**config.mk**
```make
export PLATFORM = sky130hd
export DESIGN_NAME = multi_axis_dda_step_generator_flat
export DESIGN_NICKNAME = d
export VERILOG_FILES = /design/src/rtl/dda_pkg.sv /design/src/rtl/dda_ifs.sv /design/src/rtl/multi_axis_dda_step_generator.sv /design/src/rtl/dda_front.sv /design/src/rtl/dda_cell.sv /design/src/flat_wrapper.sv
export VERILOG_INCLUDE_DIRS = /design/src /design/src/rtl
export SDC_FILE = /design/constraint.sdc
export NUM_CORES = 2
export LEC_CHECK = 0
export BUFFER_PORTS_ARGS = -buffer_cell sky130_fd_sc_hd__buf_2
export CORE_ASPECT_RATIO = 1.75
export CORE_MARGIN = 2
export CORE_UTILIZATION = 50
export DETAILED_ROUTE_END_ITERATION = 8
export PLACE_DENSITY = 0.67
export SKIP_CTS_REPAIR_TIMING = 1
export SLEW_MARGIN = 20
export SYNTH_ARGS = -nofsm -noshare
export SYNTH_HDL_FRONTEND = slang
export SYNTH_SLANG_ARGS = --single-unit
export TNS_END_PERCENT = 100
```
**constraint.sdc**
```tcl
create_clock -name clk -period 37.1 [get_ports clk]
set_clock_uncertainty 0.1 [all_clocks]
set_input_delay 3.71 -clock clk [delete_from_list [all_inputs] [get_ports clk]]
set_output_delay 3.71 -clock clk [all_outputs]
set_load 0.03 [all_outputs]
```
**src/rtl/assert_macros.svh**
```systemverilog
// assertion helpers used by the top-level rtl file
`ifndef ASSERT_MACROS_SVH
`define ASSERT_MACROS_SVH

// clocked assertion, disabled while reset is high
`define DDA_ASSERT(lbl, prop, msg) \
  lbl: assert property (@(posedge clk) disable iff (rst) prop) else $error(msg);

// clocked assertion that is also checked during reset
`define DDA_ASSERT_ALWAYS(lbl, prop, msg) \
  lbl: assert property (@(posedge clk) prop) else $error(msg);

`endif

```
**src/rtl/dda_pkg.sv**
```systemverilog
package dda_pkg;

  // number of axis cells in the chain
  localparam int AXES = 5;

  localparam int INCR_W = 32;
  localparam int TICK_W = 24;
  localparam int ACC_W  = 48;
  localparam int RF_W   = 8;

  // command codes
  localparam logic [1:0] CMD_TICK  = 2'd0;
  localparam logic [1:0] CMD_LINE  = 2'd1;
  localparam logic [1:0] CMD_DWELL = 2'd2;

  // configuration register indexes
  localparam int CFG_IDX_W = 8;
  localparam logic [CFG_IDX_W-1:0] REG_POLARITY     = 8'd0;
  localparam logic [CFG_IDX_W-1:0] REG_RESET_FACTOR = 8'd1;

  // what a token asks of each cell
  typedef enum logic [1:0] {
    TOK_NONE,
    TOK_LOAD,
    TOK_STEP
  } tok_kind_t;

  // token handed from cell to cell
  typedef struct packed {
    logic                                valid;
    tok_kind_t                           kind;
    logic                                restart;
    logic [ACC_W-1:0]                    tts;
    logic [AXES-1:0][INCR_W-1:0]         incr;
    logic [AXES-1:0]                     step_mask;
    logic [AXES-1:0]                     dir_mask;
    logic                                done;
    logic                                busy;
  } tok_t;

endpackage

```
**src/rtl/dda_ifs.sv**
```systemverilog
// command channel
interface dda_item_if;
  logic                                valid;
  logic                                ready;
  logic [1:0]                          command;
  logic [dda_pkg::TICK_W-1:0]          tick_count;
  logic signed [dda_pkg::INCR_W-1:0]   incr_axis1;
  logic signed [dda_pkg::INCR_W-1:0]   incr_axis2;
  logic signed [dda_pkg::INCR_W-1:0]   incr_axis3;
  logic signed [dda_pkg::INCR_W-1:0]   incr_axis4;
  logic signed [dda_pkg::INCR_W-1:0]   incr_axis5;

  modport source (
    output valid, command, tick_count,
    output incr_axis1, incr_axis2, incr_axis3, incr_axis4, incr_axis5,
    input  ready
  );
  modport sink (
    input  valid, command, tick_count,
    input  incr_axis1, incr_axis2, incr_axis3, incr_axis4, incr_axis5,
    output ready
  );
endinterface

// step result channel
interface dda_result_if;
  logic       valid;
  logic       ready;
  logic [4:0] step_mask;
  logic [4:0] dir_mask;
  logic       segment_done;
  logic       busy_res;

  modport source (output valid, step_mask, dir_mask, segment_done, busy_res, input ready);
  modport sink (input valid, step_mask, dir_mask, segment_done, busy_res, output ready);
endinterface

// register write channel
interface dda_cfg_if;
  logic                           valid;
  logic                           ready;
  logic [dda_pkg::CFG_IDX_W-1:0]  index;
  logic [7:0]                     data;

  modport source (output valid, index, data, input ready);
  modport sink (input valid, index, data, output ready);
endinterface

```
**src/rtl/multi_axis_dda_step_generator.sv**
```systemverilog
// Five-axis DDA step generator. Each command beat (tick, line load, dwell load) gives
// one result beat, in order. A beat enters a control stage that tracks the ticks left,
// the dwell flag and the accumulator restart, then walks down a row of five axis cells,
// one cell per cycle; each cell owns one axis's phase accumulator, increment and direction
// and fills in its step and direction bits. A result leaves once its beat is registered in
// the control stage and in each of the five cells, and one command is taken every cycle
// as long as results are taken, since every stage holds one beat and the whole row moves
// as one; each cell's 48-bit accumulate-and-compare is the longest path. A stalled result
// holds the whole row. Register writes may only be issued while no commands are in flight.
`include "assert_macros.svh"

module multi_axis_dda_step_generator #(
  parameter int SUBSTEPS = 65536
) (
  input  logic           clk,
  input  logic           rst,
  dda_item_if.sink       item,
  dda_result_if.source   result,
  dda_cfg_if.sink        cfg
);

  dda_pkg::tok_t            tok [dda_pkg::AXES+1];
  logic [dda_pkg::AXES-1:0] polarity;
  logic                     en;
  dda_pkg::tok_t            last;
  logic                     line_beat;
  logic                     head_load;
  logic                     step_seen;

  assign last = tok[dda_pkg::AXES];

  // whole row advances unless the result register is full and stalled
  assign en = !last.valid || result.ready;

  dda_front #(
    .SUBSTEPS (SUBSTEPS)
  ) u_front (
    .clk      (clk),
    .rst      (rst),
    .en       (en),
    .item     (item),
    .cfg      (cfg),
    .polarity (polarity),
    .tok      (tok[0])
  );

  // one cell per axis
  for (genvar g = 0; g < dda_pkg::AXES; g++) begin : g_cell
    dda_cell #(
      .IDX (g)
    ) u_cell (
      .clk     (clk),
      .rst     (rst),
      .en      (en),
      .pol     (polarity[g]),
      .tok_in  (tok[g]),
      .tok_out (tok[g+1])
    );
  end

  assign result.valid        = last.valid;
  assign result.step_mask    = last.step_mask;
  assign result.dir_mask     = last.dir_mask;
  assign result.segment_done = last.done;
  assign result.busy_res     = last.busy;

  // terms used by the checks
  assign line_beat = item.valid && item.ready && item.command == dda_pkg::CMD_LINE;
  assign head_load = tok[0].valid && tok[0].kind == dda_pkg::TOK_LOAD;
  assign step_seen = last.valid && last.step_mask != '0;

  // checks
  `DDA_ASSERT(a_done_idle, last.valid && last.done |-> !last.busy, "segment done while busy")
  `DDA_ASSERT(a_stall_holds, !en |=> $stable(last), "result token moved during a stall")
  `DDA_ASSERT(a_line_load, line_beat |=> head_load, "line command lost at the head")
  `DDA_ASSERT(a_step_kind, step_seen |-> last.kind == dda_pkg::TOK_STEP, "step without a tick")

endmodule

```
**src/rtl/dda_front.sv**
```systemverilog
module dda_front #(
  parameter int SUBSTEPS = 65536
) (
  input  logic                       clk,
  input  logic                       rst,
  input  logic                       en,
  dda_item_if.sink                   item,
  dda_cfg_if.sink                    cfg,
  output logic [dda_pkg::AXES-1:0]   polarity,
  output dda_pkg::tok_t              tok
);

  logic [dda_pkg::TICK_W-1:0] ticks_left, ticks_left_next;
  logic [dda_pkg::TICK_W-1:0] last_len;
  logic                       dwelling, dwelling_next;
  logic [dda_pkg::AXES-1:0]   polarity_mask;
  logic [dda_pkg::RF_W-1:0]   reset_factor;
  logic                       fire;
  dda_pkg::tok_t              tok_next;
  logic [dda_pkg::TICK_W+dda_pkg::RF_W-1:0] scaled_ticks;

  assign item.ready = en;
  assign cfg.ready  = 1'b1;
  assign fire       = item.valid && en;
  assign polarity   = polarity_mask;

  assign scaled_ticks = (dda_pkg::TICK_W+dda_pkg::RF_W)'(item.tick_count)
                      * (dda_pkg::TICK_W+dda_pkg::RF_W)'(reset_factor);

  // decode the command and build the token for the chain
  always_comb begin
    ticks_left_next = ticks_left;
    dwelling_next   = dwelling;
    tok_next           = '0;
    tok_next.valid     = fire;
    tok_next.kind      = dda_pkg::TOK_NONE;
    tok_next.tts       = dda_pkg::ACC_W'(item.tick_count) * dda_pkg::ACC_W'(SUBSTEPS);
    tok_next.restart   = scaled_ticks < (dda_pkg::TICK_W+dda_pkg::RF_W)'(last_len);
    tok_next.incr[0]   = item.incr_axis1;
    tok_next.incr[1]   = item.incr_axis2;
    tok_next.incr[2]   = item.incr_axis3;
    tok_next.incr[3]   = item.incr_axis4;
    tok_next.incr[4]   = item.incr_axis5;
    unique case (item.command)
      dda_pkg::CMD_TICK: begin
        if (ticks_left != '0) begin
          ticks_left_next = ticks_left - 1'b1;
          tok_next.done   = (ticks_left == dda_pkg::TICK_W'(1));
          tok_next.kind   = dwelling ? dda_pkg::TOK_NONE : dda_pkg::TOK_STEP;
        end
      end
      dda_pkg::CMD_LINE: begin
        ticks_left_next = item.tick_count;
        dwelling_next   = 1'b0;
        tok_next.kind   = dda_pkg::TOK_LOAD;
      end
      dda_pkg::CMD_DWELL: begin
        ticks_left_next = item.tick_count;
        dwelling_next   = 1'b1;
      end
      default: begin
      end
    endcase
    tok_next.busy = (ticks_left_next != '0);
  end

  // segment bookkeeping
  always_ff @(posedge clk) begin
    if (rst) begin
      ticks_left <= '0;
      last_len   <= '0;
      dwelling   <= 1'b0;
    end else if (fire) begin
      ticks_left <= ticks_left_next;
      dwelling   <= dwelling_next;
      if (item.command == dda_pkg::CMD_LINE) begin
        last_len <= item.tick_count;
      end
    end
  end

  // register writes
  always_ff @(posedge clk) begin
    if (rst) begin
      polarity_mask <= '0;
      reset_factor  <= dda_pkg::RF_W'(2);
    end else if (cfg.valid && cfg.ready) begin
      unique case (cfg.index)
        dda_pkg::REG_POLARITY:     polarity_mask <= cfg.data[dda_pkg::AXES-1:0];
        dda_pkg::REG_RESET_FACTOR: reset_factor  <= cfg.data;
        default: begin
        end
      endcase
    end
  end

  // token register at the head of the chain
  always_ff @(posedge clk) begin
    if (rst) begin
      tok.valid <= 1'b0;
    end else if (en) begin
      tok <= tok_next;
    end
  end

endmodule

```
**src/rtl/dda_cell.sv**
```systemverilog
module dda_cell #(
  parameter int IDX = 0
) (
  input  logic          clk,
  input  logic          rst,
  input  logic          en,
  input  logic          pol,
  input  dda_pkg::tok_t tok_in,
  output dda_pkg::tok_t tok_out
);

  logic [dda_pkg::ACC_W-1:0]  acc, acc_next;
  logic [dda_pkg::INCR_W-1:0] incr, incr_next;
  logic [dda_pkg::ACC_W-1:0]  delta, delta_next;
  logic                       run, run_next;
  logic                       dir, dir_next;
  logic                       step;
  logic [dda_pkg::INCR_W-1:0] raw, mag;
  logic                       neg;
  logic [dda_pkg::ACC_W-1:0]  sum, sum_sub;
  logic                       upd;
  dda_pkg::tok_t              tok_next;

  assign upd = en && tok_in.valid;
  assign raw = tok_in.incr[IDX];
  assign neg = raw[dda_pkg::INCR_W-1];
  assign mag = neg ? (dda_pkg::INCR_W'(0) - raw) : raw;

  // both outcomes of the phase add, picked by the sign of the plain sum and whether it is zero
  assign sum     = acc + dda_pkg::ACC_W'(incr);
  assign sum_sub = acc + delta;

  always_comb begin
    acc_next   = acc;
    incr_next  = incr;
    delta_next = delta;
    run_next   = run;
    dir_next   = dir;
    step       = 1'b0;
    case (tok_in.kind)
      dda_pkg::TOK_LOAD: begin
        incr_next  = mag;
        delta_next = dda_pkg::ACC_W'(mag) - tok_in.tts;
        run_next   = (mag != '0);
        if (mag != '0) begin
          dir_next = neg ^ pol;
        end
        if (tok_in.restart) begin
          acc_next = dda_pkg::ACC_W'(0) - dda_pkg::ACC_W'(mag);
        end
      end
      dda_pkg::TOK_STEP: begin
        if (run) begin
          if (sum != '0 && !sum[dda_pkg::ACC_W-1]) begin
            acc_next = sum_sub;
            step     = 1'b1;
          end else begin
            acc_next = sum;
          end
        end
      end
      default: begin
      end
    endcase
  end

  // pass the token on with this axis filled in
  always_comb begin
    tok_next                = tok_in;
    tok_next.step_mask[IDX] = step;
    tok_next.dir_mask[IDX]  = dir_next;
  end

  // axis state
  always_ff @(posedge clk) begin
    if (rst) begin
      acc   <= '0;
      incr  <= '0;
      delta <= '0;
      run   <= 1'b0;
      dir   <= 1'b0;
    end else if (upd) begin
      acc   <= acc_next;
      incr  <= incr_next;
      delta <= delta_next;
      run   <= run_next;
      dir   <= dir_next;
    end
  end

  // token register toward the next cell
  always_ff @(posedge clk) begin
    if (rst) begin
      tok_out.valid <= 1'b0;
    end else if (en) begin
      tok_out <= tok_next;
    end
  end

endmodule
```
**src/flat_wrapper.sv**
```systemverilog
// flat-port wrapper written by rule: the top's interface ports become plain ports
module multi_axis_dda_step_generator_flat 
#(
  parameter int SUBSTEPS = 65536
)
  (clk, rst, item_valid, item_command, item_tick_count, item_incr_axis1, item_incr_axis2, item_incr_axis3, item_incr_axis4, item_incr_axis5, item_ready, result_valid, result_step_mask, result_dir_mask, result_segment_done, result_busy_res, result_ready, cfg_valid, cfg_index, cfg_data, cfg_ready);
  dda_item_if item_i ();
  dda_result_if result_i ();
  dda_cfg_if cfg_i ();
  input  logic clk;
  input  logic rst;
  input wire logic [$bits(item_i.valid)-1:0] item_valid;
  input wire logic [$bits(item_i.command)-1:0] item_command;
  input wire logic [$bits(item_i.tick_count)-1:0] item_tick_count;
  input wire logic [$bits(item_i.incr_axis1)-1:0] item_incr_axis1;
  input wire logic [$bits(item_i.incr_axis2)-1:0] item_incr_axis2;
  input wire logic [$bits(item_i.incr_axis3)-1:0] item_incr_axis3;
  input wire logic [$bits(item_i.incr_axis4)-1:0] item_incr_axis4;
  input wire logic [$bits(item_i.incr_axis5)-1:0] item_incr_axis5;
  output wire logic [$bits(item_i.ready)-1:0] item_ready;
  output wire logic [$bits(result_i.valid)-1:0] result_valid;
  output wire logic [$bits(result_i.step_mask)-1:0] result_step_mask;
  output wire logic [$bits(result_i.dir_mask)-1:0] result_dir_mask;
  output wire logic [$bits(result_i.segment_done)-1:0] result_segment_done;
  output wire logic [$bits(result_i.busy_res)-1:0] result_busy_res;
  input wire logic [$bits(result_i.ready)-1:0] result_ready;
  input wire logic [$bits(cfg_i.valid)-1:0] cfg_valid;
  input wire logic [$bits(cfg_i.index)-1:0] cfg_index;
  input wire logic [$bits(cfg_i.data)-1:0] cfg_data;
  output wire logic [$bits(cfg_i.ready)-1:0] cfg_ready;
  assign item_i.valid = item_valid;
  assign item_i.command = item_command;
  assign item_i.tick_count = item_tick_count;
  assign item_i.incr_axis1 = item_incr_axis1;
  assign item_i.incr_axis2 = item_incr_axis2;
  assign item_i.incr_axis3 = item_incr_axis3;
  assign item_i.incr_axis4 = item_incr_axis4;
  assign item_i.incr_axis5 = item_incr_axis5;
  assign item_ready = item_i.ready;
  assign result_valid = result_i.valid;
  assign result_step_mask = result_i.step_mask;
  assign result_dir_mask = result_i.dir_mask;
  assign result_segment_done = result_i.segment_done;
  assign result_busy_res = result_i.busy_res;
  assign result_i.ready = result_ready;
  assign cfg_i.valid = cfg_valid;
  assign cfg_i.index = cfg_index;
  assign cfg_i.data = cfg_data;
  assign cfg_ready = cfg_i.ready;
  multi_axis_dda_step_generator #(.SUBSTEPS(SUBSTEPS)) u_core (.clk(clk), .rst(rst), .item(item_i), .result(result_i), .cfg(cfg_i));
endmodule
```
==> flow_summary.ini <==
[outcome]
outcome = complete, no violations

[pwr]
report.power.total_mw = 3.30
ir_drop_uv = 46.5
power_density_mw_per_mm2 = 36.2
p_leak_nw = 36.7

[drt]
drc = 0
via_per_inst = 6.14
wl_per_cell_um = 22.1
wl_um = 257000
drtPass1Iterations = 8
ant_nets = 0
vias = 71373
drtIter0Drc = 4550

[synth]
synth-seq-cells = 1260
yosys.area_share.simple = 0.178
synth_flop_cell = edfxtp_1
yosys-top-cells-area = edfxtp_1 (24%), dfxtp_1 (14%), ha_1 (7.2%)
syn_area_mm2 = 0.0838
synthCells = 9318
yosysSeqAreaShare = 0.380
synth_top_area_cell = edfxtp_1
synth_cell_type_count = 110
synth-compound-area-share = 0.205
synth_adder_area_share = 0.106
avgSynthCellArea_um2 = 8.99
yosysMostFrequentCell = nand2_1
synthMuxAreaShare = 0.0127
synth_enable_flop_cells = 657
yosys_warnings = 0
synth_top_family_by_area = compound AO/OA/AOI/OAI gates
synth_top_area_share = 0.235
synth_xor_area_frac = 0.0761
synth_commonest_cells = nand2_1 (831), a21oi_1 (782), nor2_1 (732), edfxtp_1 (657), dfxtp_1 (603)
async_flop_share = 0
syn_nets = 10150

[sta]
setup_ws_ns = 27.28
rsz0062_at_grt = no
tightestPinTransition_ns = 1.16
drv_slew = 0
final_hold_viol_count = 0
finalCritPeriodShare = 0.265
finalSetupViolations = 0
period_needed_ns = 9.82
timing.fmax_ghz = 0.102
tns_ns = 0
max-slew-margin-rel = 0.228

[critical_path]
crit_type = primary input to flop
timing.rr.end = u_core.u_front.tok[220]$_DFFE_PP_
worstReg2RegStart = u_core.u_front.reset_factor[5]$_SDFFE_PP0P_
reg2regPathDepth = 32
path_max_fanout = 11
endpoint_kind = flop
crit_path_start_kind = primary input
cp_slowest_stage_delay_ns = 0.55
cp.required_ns = 37.61
critPathArrivalTime_ns = 10.33
worst_path_max_delay_cell = fa_1
rrSetupSlack_ns = 29.32

[grt]
grt_pass1_wl_um = 397000
track_usage = 0.294
grt_max_degree = 90
grt-ovfl-total = 0
antenna_found_initial = 10
grt_pass1_vias = 71197

[floorplan]
num_rows = 198
io_pins = 222
start_util = 0.503
die_y_um = 546
core-area_mm2 = 0.166
die_area_mm2 = 0.171
die_x_um = 313

[clock_tree]
cts_sinks = 1260
cts_max_level = 3
numCtsBuffers = 121
insertion_delay_ns = 0.79
path_clk_slew_ns = 0.07
cts_buffer_depth = 3
cts_tree = done
cts_root_buf = clkbuf_16

[hold_path]
hp-start = u_core.g_cell[0].u_cell.tok_out[112]$_DFFE_PP_
holdCritPathClass = flop to flop
hold_path_depth = 0
min_to = u_core.g_cell[1].u_cell.tok_out[112]$_DFFE_PP_

[layout]
syn2layout_area_growth_pct = 8.65
layout-drive-gt1-share = 0.0722
postLayoutCellArea_mm2 = 0.0910
nets = 10139

[placement]
io_buffers = 220
gp_congestion = 0.977
pre_cts_ws_ns = 26.59
post-dp-hpwl_um = 197000
placedInstanceArea_mm2 = 0.0868

[flow_run]
max-cap-violations = 0
-- kinds of logic after synthesis --
logic type / count (synthesis)
other: 1
DFF: 1260
buffers and inverters: 938
adders and majority gates: 625
and+or+nand+nor: 3017
muxes: 105
AOI/OAI and AO/OA: 2644
xor gates and xnor gates: 728
-- power by group --
part,total [mW],leakage (nW),switching (mW),internal [mW]
Combinational,0.403,23.3,0.265,0.138
Sequential,1.57,11.3,0.0446,1.52
Clock,1.33,2.04,0.603,0.724
Total,3.30,36.7,0.912,2.39
-- state kept, by name, summed over array words and instances (netlist names) --
register,flops
u_core.g_cell.u_cell.incr,144
u_core.g_cell.u_cell.run,5
u_core.u_front.reset_factor,8
u_core.u_front.ticks_left,24
u_core.u_front.polarity,5
u_core.g_cell.u_cell.tok_out,473
u_core.u_front.dwelling,1
u_core.u_front.last_len,24
u_core.g_cell.u_cell.acc,240
u_core.g_cell.u_cell.delta,141
u_core.g_cell.u_cell.dir,5
u_core.u_front.tok,190
-- metal layers --
metal	up-vias	wire [um]	global-route usage
li1	33927	-	-
met1	34217	91100	0.300
met2	2274	133000	0.542
met3	947	10000	0.0328
met4	8	22700	0.230
met5	-	53	0
-- worst max-delay path by stage --
stage                  startpoint                                            to  slack [ns]  cells after the start
3_5_place_dp   item_tick_count[1]             u_core.u_front.tok[220]$_DFFE_PP_       26.59                     33
5_1_grt        item_tick_count[2]             u_core.u_front.tok[220]$_DFFE_PP_       27.00                     33
6_report       item_tick_count[2]             u_core.u_front.tok[220]$_DFFE_PP_       27.28                     33
4_1_cts        item_tick_count[1]             u_core.u_front.tok[220]$_DFFE_PP_       27.39                     33
2_1_floorplan                 rst  u_core.g_cell[0].u_cell.tok_out[0]$_DFFE_PP_        3.31                      6
3_3_place_gp   item_tick_count[1]             u_core.u_front.tok[220]$_DFFE_PP_       26.66                     33
-- stage by stage --
step / util / hold slack, ns / instances
2_1_floorplan: - / 0.300 / 9318
3_3_place_gp: 0.521 / 0.301 / 11384
3_5_place_dp: 0.521 / 0.305 / 11384
4_1_cts: 0.547 / 0.298 / 11614
5_1_grt: 0.547 / 0.312 / 11617
6_report: 0.547 / 0.300 / 11617
-- critical path: cells and delay by family --
kind	cells	cell delay, ns
adder cells (fa/ha/maj)	6	2.68
AO/OA/AOI/OAI	15	2.53
AND/OR/NAND/NOR	7	0.83
buffers and inverters	4	0.41
XOR/XNOR	1	0.16
-- placed cells by master, fill, tap and decap left out, types with 29 or more instances in the layout --
master | netlist | layout
a211oi_1 | 277 | 277
a21boi_0 | 35 | 35
a21o_1 | 270 | 270
a21oi_1 | 782 | 777
a31oi_1 | 82 | 82
and2_1 | 178 | 177
and3_1 | 95 | 92
and4_1 | 29 | 29
buf_2 | 20 | 219
buf_4 | 3 | 99
clkbuf_16 | 0 | 122
dfxtp_1 | 603 | 603
edfxtp_1 | 657 | 657
fa_1 | 142 | 142
ha_1 | 483 | 483
inv_1 | 482 | 482
mux2i_1 | 94 | 94
nand2_1 | 831 | 831
nand2b_1 | 83 | 82
nand3_1 | 231 | 230
nand4_1 | 123 | 123
nor2_1 | 732 | 725
nor2b_1 | 76 | 72
nor3_1 | 215 | 215
nor4_1 | 63 | 60
nor4b_1 | 30 | 30
o211ai_1 | 95 | 95
o21a_1 | 71 | 71
o21ai_0 | 471 | 471
o21ai_1 | 31 | 30
o21bai_1 | 64 | 64
o31ai_1 | 69 | 69
or2_2 | 36 | 36
or3_1 | 124 | 124
or4_1 | 48 | 48
xnor2_1 | 438 | 438
xor2_1 | 290 | 290
-- area by class of cell --
class,instances,area [um^2]
fillers,15280,75500
multi-input cells,7120,48500
flip-flops and latches,1260,31800
clock buffers,140,3210
well taps,2200,2750
repair buffers,319,1850
inverters,485,1820
clock inverters,90,1030
diodes,3,7.51
Note: power is estimated with default switching activity, not from simulation.
